--- config.mk ---
export PLATFORM = sky130hd
export DESIGN_NAME = decimal_text_to_fixed_parser
export DESIGN_NICKNAME = d
export VERILOG_FILES = /design/src/sv/dtfp_pkg.sv /design/src/sv/dtfp_accum.sv /design/src/sv/dtfp_out_reg.sv /design/src/sv/decimal_text_to_fixed_parser.sv
export SDC_FILE = /design/constraint.sdc
export NUM_CORES = 1
export LEC_CHECK = 0
export ABC_AREA = 1
export BUFFER_PORTS_ARGS = -buffer_cell sky130_fd_sc_hd__clkbuf_2
export CORE_ASPECT_RATIO = 0.8
export CORE_MARGIN = 5
export CORE_UTILIZATION = 49
export DETAILED_ROUTE_END_ITERATION = 10
export GPL_TIMING_DRIVEN = 0
export PLACE_DENSITY = 0.66
export SYNTH_ARGS = -nofsm -noshare
export SYNTH_HDL_FRONTEND = slang
export SYNTH_SLANG_ARGS = --single-unit
--- constraint.sdc ---
create_clock -name clk -period 13.5 [get_ports clk]
set_input_delay 1.35 -clock clk [delete_from_list [all_inputs] [get_ports clk]]
set_output_delay 1.35 -clock clk [all_outputs]
set_load 0.02 [all_outputs]
--- src/sv/dtfp_pkg.sv ---
// Shared types, status codes and the 10^-k fraction table for the decimal text parser.
package dtfp_pkg;

	localparam int CHAR_W     = 8;
	localparam int VALUE_W    = 64;
	localparam int STATUS_W   = 2;
	localparam int FRAC_ACC_W = 32;
	localparam int DIGIT_W    = 4;
	localparam int CNT_W      = 4;
	localparam int S_TDATA_W  = 8;
	localparam int M_TDATA_W  = 72;

	localparam logic [STATUS_W-1:0] ST_OK        = 2'd0;
	localparam logic [STATUS_W-1:0] ST_INVALID   = 2'd1;
	localparam logic [STATUS_W-1:0] ST_SATURATED = 2'd2;

	typedef struct packed {
		logic [VALUE_W-1:0]  mag;
		logic                negative;
		logic [STATUS_W-1:0] status;
	} result_t;

	// 10^-(idx+1) in Q0.32, rounded to nearest
	function automatic logic [FRAC_ACC_W-1:0] pow10_neg(input logic [CNT_W-1:0] idx);
		logic [FRAC_ACC_W-1:0] r;
		case (idx)
			4'd0:    r = 32'd429496730;
			4'd1:    r = 32'd42949673;
			4'd2:    r = 32'd4294967;
			4'd3:    r = 32'd429497;
			4'd4:    r = 32'd42950;
			4'd5:    r = 32'd4295;
			4'd6:    r = 32'd429;
			4'd7:    r = 32'd43;
			4'd8:    r = 32'd4;
			default: r = 32'd0;
		endcase
		return r;
	endfunction

endpackage

--- src/sv/dtfp_accum.sv ---
// Character classifier, parse state machine and integer/fraction accumulators.
module dtfp_accum #(
	parameter int INT_BITS    = 31,
	parameter int FRAC_BITS   = 32,
	parameter int FRAC_DIGITS = 10
) (
	input  logic                          clk,
	input  logic                          arst_n,
	input  logic                          step,
	input  logic [dtfp_pkg::CHAR_W-1:0]   char_code,
	output dtfp_pkg::result_t             result
);

	localparam logic [2:0] PH_BLANK = 3'd0;
	localparam logic [2:0] PH_SIGN  = 3'd1;
	localparam logic [2:0] PH_INT   = 3'd2;
	localparam logic [2:0] PH_FRAC  = 3'd3;
	localparam logic [2:0] PH_BAD   = 3'd4;

	localparam logic [7:0] CH_ZERO  = 8'h30;
	localparam logic [7:0] CH_NINE  = 8'h39;
	localparam logic [7:0] CH_DOT   = 8'h2E;
	localparam logic [7:0] CH_MINUS = 8'h2D;
	localparam logic [7:0] CH_PLUS  = 8'h2B;
	localparam logic [7:0] CH_SPACE = 8'h20;
	localparam logic [7:0] CH_TAB   = 8'd9;
	localparam logic [7:0] CH_CR    = 8'd13;

	localparam int WW = INT_BITS + 4;
	localparam int FW = dtfp_pkg::FRAC_ACC_W;
	localparam int PW = FW + dtfp_pkg::DIGIT_W;
	localparam logic [dtfp_pkg::CNT_W-1:0] CNT_MAX = '1;
	localparam logic [dtfp_pkg::CNT_W-1:0] DIG_LIM = dtfp_pkg::CNT_W'(FRAC_DIGITS);

	logic [2:0]                      phase_q, phase_d;
	logic                            neg_q, neg_d;
	logic [INT_BITS-1:0]             whole_q, whole_d;
	logic [FW-1:0]                   frac_q, frac_d;
	logic [dtfp_pkg::CNT_W-1:0]      cnt_q, cnt_d;
	logic                            ovf_q, ovf_d;

	logic                            is_nul, is_digit, is_blank, is_sign, is_dot, is_minus;
	logic [dtfp_pkg::DIGIT_W-1:0]    digit;
	logic [WW-1:0]                   w_ext, w_mul;
	logic                            w_sat;
	logic [INT_BITS-1:0]             whole_add;
	logic [dtfp_pkg::CNT_W-1:0]      cnt_inc;
	logic [PW-1:0]                   prod;
	logic [PW:0]                     fsum;
	logic [FW-1:0]                   frac_add;
	logic                            frac_use;
	logic [dtfp_pkg::VALUE_W-1:0]    whole_ext;

	assign is_nul   = (char_code == '0);
	assign is_digit = (char_code >= CH_ZERO) && (char_code <= CH_NINE);
	assign is_blank = (char_code == CH_SPACE) || ((char_code >= CH_TAB) && (char_code <= CH_CR));
	assign is_minus = (char_code == CH_MINUS);
	assign is_sign  = is_minus || (char_code == CH_PLUS);
	assign is_dot   = (char_code == CH_DOT);
	assign digit    = dtfp_pkg::DIGIT_W'(char_code - CH_ZERO);

	// whole * 10 + digit, saturating at 2^INT_BITS - 1
	assign w_ext     = WW'(whole_q);
	assign w_mul     = (w_ext << 3) + (w_ext << 1) + WW'(digit);
	assign w_sat     = |w_mul[WW-1:INT_BITS];
	assign whole_add = w_sat ? '1 : w_mul[INT_BITS-1:0];

	// fraction digit k adds digit * 10^-k while k does not exceed FRAC_DIGITS
	assign cnt_inc  = (cnt_q == CNT_MAX) ? CNT_MAX : cnt_q + 1'b1;
	assign frac_use = (cnt_inc <= DIG_LIM);
	assign prod     = PW'(digit) * PW'(dtfp_pkg::pow10_neg(cnt_inc - 1'b1));
	assign fsum     = (PW + 1)'(frac_q) + (PW + 1)'(prod);
	assign frac_add = (|fsum[PW:FW]) ? '1 : fsum[FW-1:0];

	always_comb begin
		phase_d = phase_q;
		neg_d   = neg_q;
		whole_d = whole_q;
		frac_d  = frac_q;
		cnt_d   = cnt_q;
		ovf_d   = ovf_q;
		if (is_nul) begin
			phase_d = PH_BLANK;
			neg_d   = 1'b0;
			whole_d = '0;
			frac_d  = '0;
			cnt_d   = '0;
			ovf_d   = 1'b0;
		end else begin
			unique case (phase_q)
				PH_BLANK, PH_SIGN: begin
					if (is_blank && phase_q == PH_BLANK) begin
						phase_d = PH_BLANK;
					end else if (is_sign) begin
						if (is_minus) neg_d = 1'b1;
						phase_d = PH_SIGN;
					end else if (is_digit) begin
						whole_d = whole_add;
						ovf_d   = ovf_q | w_sat;
						phase_d = PH_INT;
					end else if (is_dot) begin
						phase_d = PH_FRAC;
					end else begin
						phase_d = PH_BAD;
					end
				end
				PH_INT: begin
					if (is_digit) begin
						whole_d = whole_add;
						ovf_d   = ovf_q | w_sat;
					end else if (is_dot) begin
						phase_d = PH_FRAC;
					end else begin
						phase_d = PH_BAD;
					end
				end
				PH_FRAC: begin
					if (is_digit) begin
						cnt_d = cnt_inc;
						if (frac_use) frac_d = frac_add;
					end else begin
						phase_d = PH_BAD;
					end
				end
				default: phase_d = PH_BAD;
			endcase
		end
	end

	always_ff @(posedge clk or negedge arst_n) begin
		if (!arst_n) begin
			phase_q <= PH_BLANK;
			neg_q   <= 1'b0;
			whole_q <= '0;
			frac_q  <= '0;
			cnt_q   <= '0;
			ovf_q   <= 1'b0;
		end else if (step) begin
			phase_q <= phase_d;
			neg_q   <= neg_d;
			whole_q <= whole_d;
			frac_q  <= frac_d;
			cnt_q   <= cnt_d;
			ovf_q   <= ovf_d;
		end
	end

	// magnitude as seen by a terminating NUL
	assign whole_ext = dtfp_pkg::VALUE_W'(whole_q);

	always_comb begin
		if (phase_q >= PH_BAD) begin
			result.mag      = '0;
			result.negative = 1'b0;
			result.status   = dtfp_pkg::ST_INVALID;
		end else begin
			result.mag      = (whole_ext << FRAC_BITS) |
				dtfp_pkg::VALUE_W'(frac_q >> (FW - FRAC_BITS));
			result.negative = neg_q;
			result.status   = ovf_q ? dtfp_pkg::ST_SATURATED : dtfp_pkg::ST_OK;
		end
	end

endmodule

--- src/sv/dtfp_out_reg.sv ---
// Result register: applies the sign and holds one result until the master side takes it.
module dtfp_out_reg (
	input  logic                             clk,
	input  logic                             arst_n,
	input  logic                             load,
	input  dtfp_pkg::result_t                result,
	input  logic                             m_tready,
	output logic                             m_tvalid,
	output logic [dtfp_pkg::M_TDATA_W-1:0]   m_tdata
);

	localparam int PAD_W = dtfp_pkg::M_TDATA_W - dtfp_pkg::VALUE_W - dtfp_pkg::STATUS_W;

	logic                             valid_q;
	logic [dtfp_pkg::VALUE_W-1:0]     value_q;
	logic [dtfp_pkg::STATUS_W-1:0]    status_q;

	always_ff @(posedge clk or negedge arst_n) begin
		if (!arst_n) begin
			valid_q <= 1'b0;
		end else if (load) begin
			valid_q <= 1'b1;
		end else if (m_tready) begin
			valid_q <= 1'b0;
		end
	end

	always_ff @(posedge clk) begin
		if (load) begin
			value_q  <= result.negative ? (~result.mag + 1'b1) : result.mag;
			status_q <= result.status;
		end
	end

	assign m_tvalid = valid_q;
	assign m_tdata  = {{PAD_W{1'b0}}, status_q, value_q};

endmodule

--- src/sv/decimal_text_to_fixed_parser.sv ---
// Top level: input register, parse/accumulate stage and result register.
// A NUL waits in the input register until the result register loads its result for m_tvalid.
// Throughput: one character per cycle; the accumulator update is one shift-add and one
// 4 x 32 table multiply between the input register and the state registers.
// Input stalls only while a NUL waits behind an untaken result.
// Reset (arst_n low, asynchronous) empties both registers and returns to blank skipping.
module decimal_text_to_fixed_parser #(
	parameter int FRAC_BITS   = 32,
	parameter int INT_BITS    = 31,
	parameter int FRAC_DIGITS = 10
) (
	input  logic                             clk,
	input  logic                             arst_n,
	input  logic                             s_tvalid,
	output logic                             s_tready,
	input  logic [dtfp_pkg::S_TDATA_W-1:0]   s_tdata,   // [7:0] char_code
	output logic                             m_tvalid,
	input  logic                             m_tready,
	output logic [dtfp_pkg::M_TDATA_W-1:0]   m_tdata    // [63:0] value, [65:64] status, rest 0
);

	logic                           valid_s1;
	logic [dtfp_pkg::CHAR_W-1:0]    char_s1;
	logic                           nul_s1;
	logic                           adv_s1;
	logic                           load;
	dtfp_pkg::result_t              result;

	assign nul_s1   = (char_s1 == '0);
	// a NUL may only advance when the result register is free or being drained
	assign adv_s1   = valid_s1 && (!nul_s1 || !m_tvalid || m_tready);
	assign load     = adv_s1 && nul_s1;
	assign s_tready = !valid_s1 || adv_s1;

	always_ff @(posedge clk or negedge arst_n) begin
		if (!arst_n) begin
			valid_s1 <= 1'b0;
		end else if (s_tready) begin
			valid_s1 <= s_tvalid;
		end
	end

	always_ff @(posedge clk) begin
		if (s_tvalid && s_tready) begin
			char_s1 <= s_tdata[dtfp_pkg::CHAR_W-1:0];
		end
	end

	dtfp_accum #(
		.INT_BITS   (INT_BITS),
		.FRAC_BITS  (FRAC_BITS),
		.FRAC_DIGITS(FRAC_DIGITS)
	) u_accum (
		.clk      (clk),
		.arst_n   (arst_n),
		.step     (adv_s1),
		.char_code(char_s1),
		.result   (result)
	);

	dtfp_out_reg u_out (
		.clk     (clk),
		.arst_n  (arst_n),
		.load    (load),
		.result  (result),
		.m_tready(m_tready),
		.m_tvalid(m_tvalid),
		.m_tdata (m_tdata)
	);

	a_stall_only_on_nul: assert property (@(posedge clk) disable iff (!arst_n)
		!s_tready |-> (valid_s1 && nul_s1 && m_tvalid && !m_tready))
		else $error("input stalled without a pending NUL behind a held result");

	a_load_shows: assert property (@(posedge clk) disable iff (!arst_n)
		load |=> m_tvalid)
		else $error("loaded result not presented");

	a_status_code: assert property (@(posedge clk) disable iff (!arst_n)
		m_tvalid |-> (m_tdata[65:64] == dtfp_pkg::ST_OK ||
			m_tdata[65:64] == dtfp_pkg::ST_INVALID ||
			m_tdata[65:64] == dtfp_pkg::ST_SATURATED))
		else $error("undefined status code");

	a_invalid_zero: assert property (@(posedge clk) disable iff (!arst_n)
		(m_tvalid && m_tdata[65:64] == dtfp_pkg::ST_INVALID) |-> (m_tdata[63:0] == '0))
		else $error("invalid text must give zero value");

	a_no_overwrite: assert property (@(posedge clk) disable iff (!arst_n)
		load |-> (!m_tvalid || m_tready))
		else $error("result register overwritten before transfer");

endmodule
==> results of run 1 <==
[path summary, 6_finish.rpt]
kind | startpoint | to | slack, ns | depth (start not counted)
min in group asynchronous | arst_n | u_accum.frac_q[9] | 0.83 | 1
max reg2reg | u_accum.cnt_q[0] | u_accum.frac_q[11] | 6.43 | 35
min reg2reg | u_accum.ovf_q | u_accum.ovf_q | 0.49 | 2
max in group asynchronous | arst_n | u_accum.frac_q[18] | 12.03 | 2
min | u_accum.ovf_q | u_accum.ovf_q | 0.49 | 2
max | u_accum.cnt_q[0] | u_accum.frac_q[11] | 6.43 | 35
[cell type report]
cell class	count	area, um2	area share, %
Multi-Input combinational cell	1596	9800	57.3
Sequential cell	148	4070	23.8
Inverter	354	1330	7.78
Tap cell	420	526	3.08
Clock buffer	19	454	2.66
Timing Repair Buffer	81	445	2.61
Buffer	50	329	1.93
Clock inverter	13	136	0.798
[layer usage]
metal	wire, um	up-vias	global-route usage (%)
met5	13	-	0
met4	462	2	4.31
met3	6410	36	8.69
li1	-	7021	-
met1	25600	6731	47.8
met2	17200	721	34.0
[report_power, final]
| group | switching (mW) | total, mW | leakage, nW | internal (mW) |
|---|---|---|---|---|
| logic | 0.505 | 0.784 | 7.33 | 0.278 |
| registers | 0.0595 | 0.573 | 1.58 | 0.513 |
| clock network | 0.210 | 0.480 | 0.288 | 0.270 |
[cells by family (layout without fill, tap and decap cells)]
family	count (synthesis)	after routing	synth area share, %
XOR/XNOR	62	62	3.50
buffers and inverters	404	517	10.7
adder cells (fa/ha/maj)	198	198	19.7
AO/OA/AOI/OAI	274	274	10.2
AND/OR/NAND/NOR	1054	1054	29.5
multiplexers	2	2	0.137
flip-flops	148	148	26.3
other	1	6	0.0242
[per-stage QoR]
stage / cell area, um2 / power, mW / cells / setup WS (ns)
global placement: 16400 / 1.33 / 2647 / 6.58
global route: 17100 / 1.95 / 2681 / 5.76
finish: 17100 / 1.84 / 2681 / 6.43
CTS: 17100 / 1.82 / 2681 / 6.51
detailed placement: 16500 / 1.34 / 2649 / 6.51
floorplan: 15500 / 1.12 / 2148 / 7.64
[flip-flops by register name, indices dropped and copies added, names as in the netlist, 2 cells and up]
signal and count:
u_accum.whole_q 31, u_accum.phase_q 3, u_accum.frac_q 32, u_out.value_q 64
u_accum.cnt_q 4, u_out.status_q 2, char_s1 8
[synth_stat cells (all sizes together), types with 8 or more instances]
cell,instances
a21o,8
a21oi,87
buf,35
clkbuf,15
dfrtp,74
edfxtp,74
fa,78
ha,120
inv,354
nand2,601
nand3,128
nand3b,13
nand4,21
nor2,241
nor3,30
o21ai,146
o21bai,8
or2,10
xnor2,27
xor2,35
[tightest hold or removal path, delay by kind of cell (launching register included)]
kind          cells  cell delay [ns]
simple gates      2             0.11
flops             1             0.35
==> impl_metrics.yaml, run 1 <==
status:
  status: "finished, final reports clean"
global_route:
  grt_pass1_wl_mm: 76.6
  antenna_found_initial: 1
  grt_overflow_total: 0
  grt_pass1_vias: 13193
  grt_max_degree: 57
  grt_usage_pct: 28.1
clock_tree:
  cts_buffers: 17
  clk_latency_ns: 0.45
  ctsResizeCount: 0
  htreeDepth: 4
  clockBufferDepth: 2
  clock-sinks: 148
  cts_tree: "done"
  holdBufCountCts: 0
  clk_pin_slew_worst_paths_ns: 0.07
  post_cts_buffers: 0
  cts-root-buf: "clkbuf_16"
layout:
  drive_gt1_share_pct: 11.9
  nFillCells: 3049
  utilization_pct: 54.5
  num-nets-final: 2458
  final_common_cell: "nand2_1"
  antenna_cells: 0
  area_growth_pct: 10.2
  final_cell_mix: "558 x nand2_1, 328 x inv_1, 228 x nor2_1, 127 x nand3_1, 120 x ha_1"
placed_design:
  gp_congestion: 1.01
  portBuffers: 79
  dp_hpwl_mm: 42.3
yosys:
  avgSynthCellArea_um2: 7.24
  yosys_warnings: 0
  synth_top_area_share_pct: 14.3
  synth-async-reset-ratio_pct: 50.0
  synth_largest_area_cell: "edfxtp_1"
  ys_seq_elements: 148
  syn-cell-area_um2: 15500
  syn_inst: 2143
  synth_edf_count: 74
  ys_seq_area_share_pct: 26.3
  synth_ff_type: "edfxtp_1"
  synth_cell_types: 58
  netlist_top_cells_area: "edfxtp_1 14%, nand2_1 14%, dfrtp_1 12%"
critical_path:
  crit_type: "flop to flop"
  start_kind: "flop"
  critPathBufInv: 11
  crit_required_ns: 13.83
  worstPathArrival_ns: 7.40
  crit_family: "adder cells"
  slowest_stage: "fa_1"
  worstPathMaxFanout: 11
  max_stage_delay_ns: 0.54
  critPathMostFrequentCell: "nand2_1"
  worstSetupEndpointType: "flop"
floorplanning:
  die-width_um: 209
  dieArea_um2: 35300
  start_util_pct: 49.5
  core_um2: 31400
  num_rows: 58
  die-height_um: 169
  io-pin-count: 86
timing:
  finalSetupTns_ns: 0
  fin_crit_ns: 7.07
  finClkSkew_ns: 0.0157
  drv_slew: 0
  holdWs_ns: 0.489
  fin_crit_sh_pct: 52.4
  tightestPinTransition_ns: 0.766
  hold_violations: 0
  rsz0062_at_grt: "no"
  timing.slew.headroom_pct: 48.9
  max_freq_mhz: 141
  finalSetupViolCount: 0
route:
  drtAntennaViolNets: 0
  firstDrtPassIters: 7
  post_drt_via_cell_ratio: 5.41
  drcViolationCount: 0
  totalWireLength_mm: 49.7
  vias: 14511
  drtIter0Drc: 1678
  wl_per_cell_um: 18.6
hold_path:
  min-delay-path-class: "flop to flop"
job:
  maxCapViolCount: 0
power_and_ir_drop:
  p_leak_nw: 9.20
  ir_drop_uv: 90.1
  power_density_nw_per_um2: 107
Power figures use the tool's default switching activity.
==> run 2, diff against run 1 <==
--- a/config.mk
+++ b/config.mk
@@ -5,14 +5,14 @@
 export SDC_FILE = /design/constraint.sdc
 export NUM_CORES = 1
 export LEC_CHECK = 0
-export ABC_AREA = 1
+export ABC_AREA = 0
 export BUFFER_PORTS_ARGS = -buffer_cell sky130_fd_sc_hd__clkbuf_2
 export CORE_ASPECT_RATIO = 0.8
 export CORE_MARGIN = 5
 export CORE_UTILIZATION = 49
 export DETAILED_ROUTE_END_ITERATION = 10
 export GPL_TIMING_DRIVEN = 0
-export PLACE_DENSITY = 0.66
+export PLACE_DENSITY = 0.69
 export SYNTH_ARGS = -nofsm -noshare
 export SYNTH_HDL_FRONTEND = slang
 export SYNTH_SLANG_ARGS = --single-unit
==> constraint.sdc (replaced) <==
create_clock -name clk -period 5.7 [get_ports clk]
set_input_delay 0.57 -clock clk [delete_from_list [all_inputs] [get_ports clk]]
set_output_delay 0.57 -clock clk [all_outputs]
set_load 0.02 [all_outputs]
==> impl_metrics.yaml, run 2 <==
status:
  violations: "negative setup slack"
  status: "complete, but fails checks"
layout:
  final_cell_mix: "174 x inv_1, 159 x a21oi_1, 147 x nor2_1, 104 x ha_1, 80 x clkbuf_2"
  drive_gt1_share_pct: 18.7
  area_growth_pct: 19.9
  nFillCells: 2490
  instances_no_fill: 2143
  top_register: "u_out.value_q"
  largest_reg_flops: 64
  utilization_pct: 59.8
  final_common_cell: "inv_1"
  antenna_cells: 0
  largestRegisters: "u_out.value_q (64), u_accum.frac_q (32), u_accum.whole_q (31)"
  num-nets-final: 1970
route:
  post_drt_via_cell_ratio: 6.04
  drtAntennaViolNets: 0
  drcViolationCount: 0
  firstDrtPassIters: 6
  drtIter0Drc: 1392
  vias: 12948
  wl_per_cell_um: 20.5
  totalWireLength_mm: 44.0
critical_path:
  crit_family: "adder cells"
  critPathBufInv: 7
  worstSetupEndpointType: "flop"
  slowest_stage: "fa_1"
  max_stage_delay_ns: 0.53
  worstPathArrival_ns: 6.47
  crit_type: "flop to flop"
  start_kind: "flop"
  crit_required_ns: 6.00
  timing.rr.start: "u_accum.cnt_q[0]"
  critPathLaunch: "u_accum.cnt_q[0]"
  worstPathMaxFanout: 6
  critPathMostFrequentCell: "buf_4"
clock_tree:
  htreeDepth: 4
  holdBufCountCts: 0
  cts_buffers: 17
  clock-sinks: 148
  cts-root-buf: "clkbuf_16"
  clk_latency_ns: 0.45
  clockBufferDepth: 2
  cts_tree: "done"
  clk_pin_slew_worst_paths_ns: 0.07
yosys:
  synth_cell_types: 79
  synth_common_cells: "180 x inv_1, 173 x a21oi_1, 159 x nor2_1"
  syn_inst: 1609
  synth_largest_area_cell: "edfxtp_1"
  ys_seq_area_share_pct: 28.8
  synth_top_area_share_pct: 15.7
  synth-async-reset-ratio_pct: 50.0
  synth_most_common_cell: "inv_1"
  synth_ff_type: "edfxtp_1"
  netlist_top_cells_area: "edfxtp_1 16%, dfrtp_1 13%, fa_1 11%"
  ys_seq_elements: 148
  avgSynthCellArea_um2: 8.80
  yosys_warnings: 0
  synth_edf_count: 74
  syn-cell-area_um2: 14200
timing:
  finalSetupTns_ns: -13.20
  finalSetupViolCount: 32
  holdWs_ns: 0.125
  finClkSkew_ns: 0.0152
  fin_crit_sh_pct: 108
  max_freq_mhz: 162
  fin_crit_ns: 6.17
  hold_violations: 0
  tightestPinTransition_ns: 1.20
  drv_slew: 0
  setup_ws_ns: -0.471
  timing.slew.headroom_pct: 19.7
  rsz0062_at_grt: "yes"
floorplanning:
  dieArea_um2: 32400
  die-width_um: 200
  io-pin-count: 86
  die-height_um: 162
  core_um2: 28400
  num_rows: 55
  start_util_pct: 49.8
global_route:
  antenna_found_initial: 1
  grt_max_degree: 44
  grt_overflow_total: 0
  grt_pass1_vias: 12107
  grt_usage_pct: 26.6
  grt_pass1_wl_mm: 67.5
power_and_ir_drop:
  total_power_mw: 5.13
  ir_drop_uv: 278
  power_density_nw_per_um2: 302
  p_leak_nw: 7.62
hold_path:
  min-delay-path-class: "input pin to asynchronous set/reset pin"
job:
  maxCapViolCount: 0
placed_design:
  portBuffers: 79
  dp_hpwl_mm: 33.6
  placed_cells: 2065
  gp_congestion: 0.942
run 2: routing by layer:
| metal | GRT usage [%] | up-vias | routed length (um) |
|---|---|---|---|
| li1 | - | 5951 | - |
| met1 | 41.8 | 6287 | 20400 |
| met2 | 36.9 | 657 | 18200 |
| met3 | 7.07 | 53 | 4810 |
| met4 | 5.09 | 0 | 650 |
| met5 | 0 | - | 0 |
run 2: final timing paths:
| path | slack [ns] | cells after the start | endpoint |
|---|---|---|---|
| setup reg to reg | -0.47 | 26 | u_accum.frac_q[2] |
| min in group clk | 0.30 | 1 | char_s1[1] |
| hold reg to reg | 0.57 | 2 | u_out.m_tvalid |
| setup / recovery | -0.47 | 26 | u_accum.frac_q[2] |
| max in group asynchronous | 4.92 | 2 | u_accum.phase_q[0] |
| hold / removal | 0.12 | 1 | u_accum.cnt_q[3] |
run 2: metrics by stage:
stage	instance area, um2	setup WS [ns]
5_1_grt	17000	-0.670
4_1_cts	16600	-0.304
2_1_floorplan	14400	0.00121
3_5_place_dp	15400	-0.941
3_3_place_gp	15300	-0.934
6_report	17000	-0.471
run 2: area by class of cell:
class                      instances  area, um2  share of cell area (%)
multi-input combinational       1211       9860                    58.0
sequential                       148       4080                    24.0
timing repair buffer             128        885                    5.21
inverter                         181        686                    4.04
tap                              370        463                    2.73
buffer                            73        433                    2.55
clock buffer                      18        429                    2.53
clock inverter                    14        153                   0.899
run 2: worst register-to-register path, stage by stage, from the launching register on:
cell and delay, ns:
dfrtp_2 0.46, ha_4 0.20, or2_4 0.25, a211oi_4 0.28, xor2_2 0.20, buf_6 0.20, buf_6 0.13, nor3b_4 0.04
a21oi_2 0.15, buf_4 0.15, nor2b_2 0.04, fa_1 0.53, fa_1 0.45, fa_1 0.52, ha_4 0.31, o211ai_1 0.11
o211ai_1 0.32, a221oi_2 0.10, buf_4 0.17, a2111oi_4 0.28, buf_4 0.19, o2111ai_4 0.20, buf_12 0.19, mux2i_4 0.17
buf_4 0.16, o21ai_2 0.13, o31ai_1 0.08
run 2: timing repair:
action | in CTS | in global routing
setup buffers | 31 | 14
resized for setup | 75 | 67
cloned | 4 | 2
endpoints found under the setup margin | 32 | 32
pin swaps | 21 | 31
run 2: report_power, final:
part,switching (mW),internal [mW]
clock network,0.500,0.650
registers,0.0390,1.14
logic,1.63,1.17
run 2: cell families (layout without fill, tap and decap cells):
kind of cell               count (synthesis)  in the layout  synth area share (%)
xor gates and xnor gates                 113            113                  6.99
DFF                                      148            148                  28.8
AOI/OAI and AO/OA                        436            436                  19.2
muxes                                     10             11                 0.822
and+or+nand+nor                          447            447                  15.6
other                                      1              6                0.0265
adders and majority gates                198            198                  21.6
buffers and inverters                    256            414                  7.05
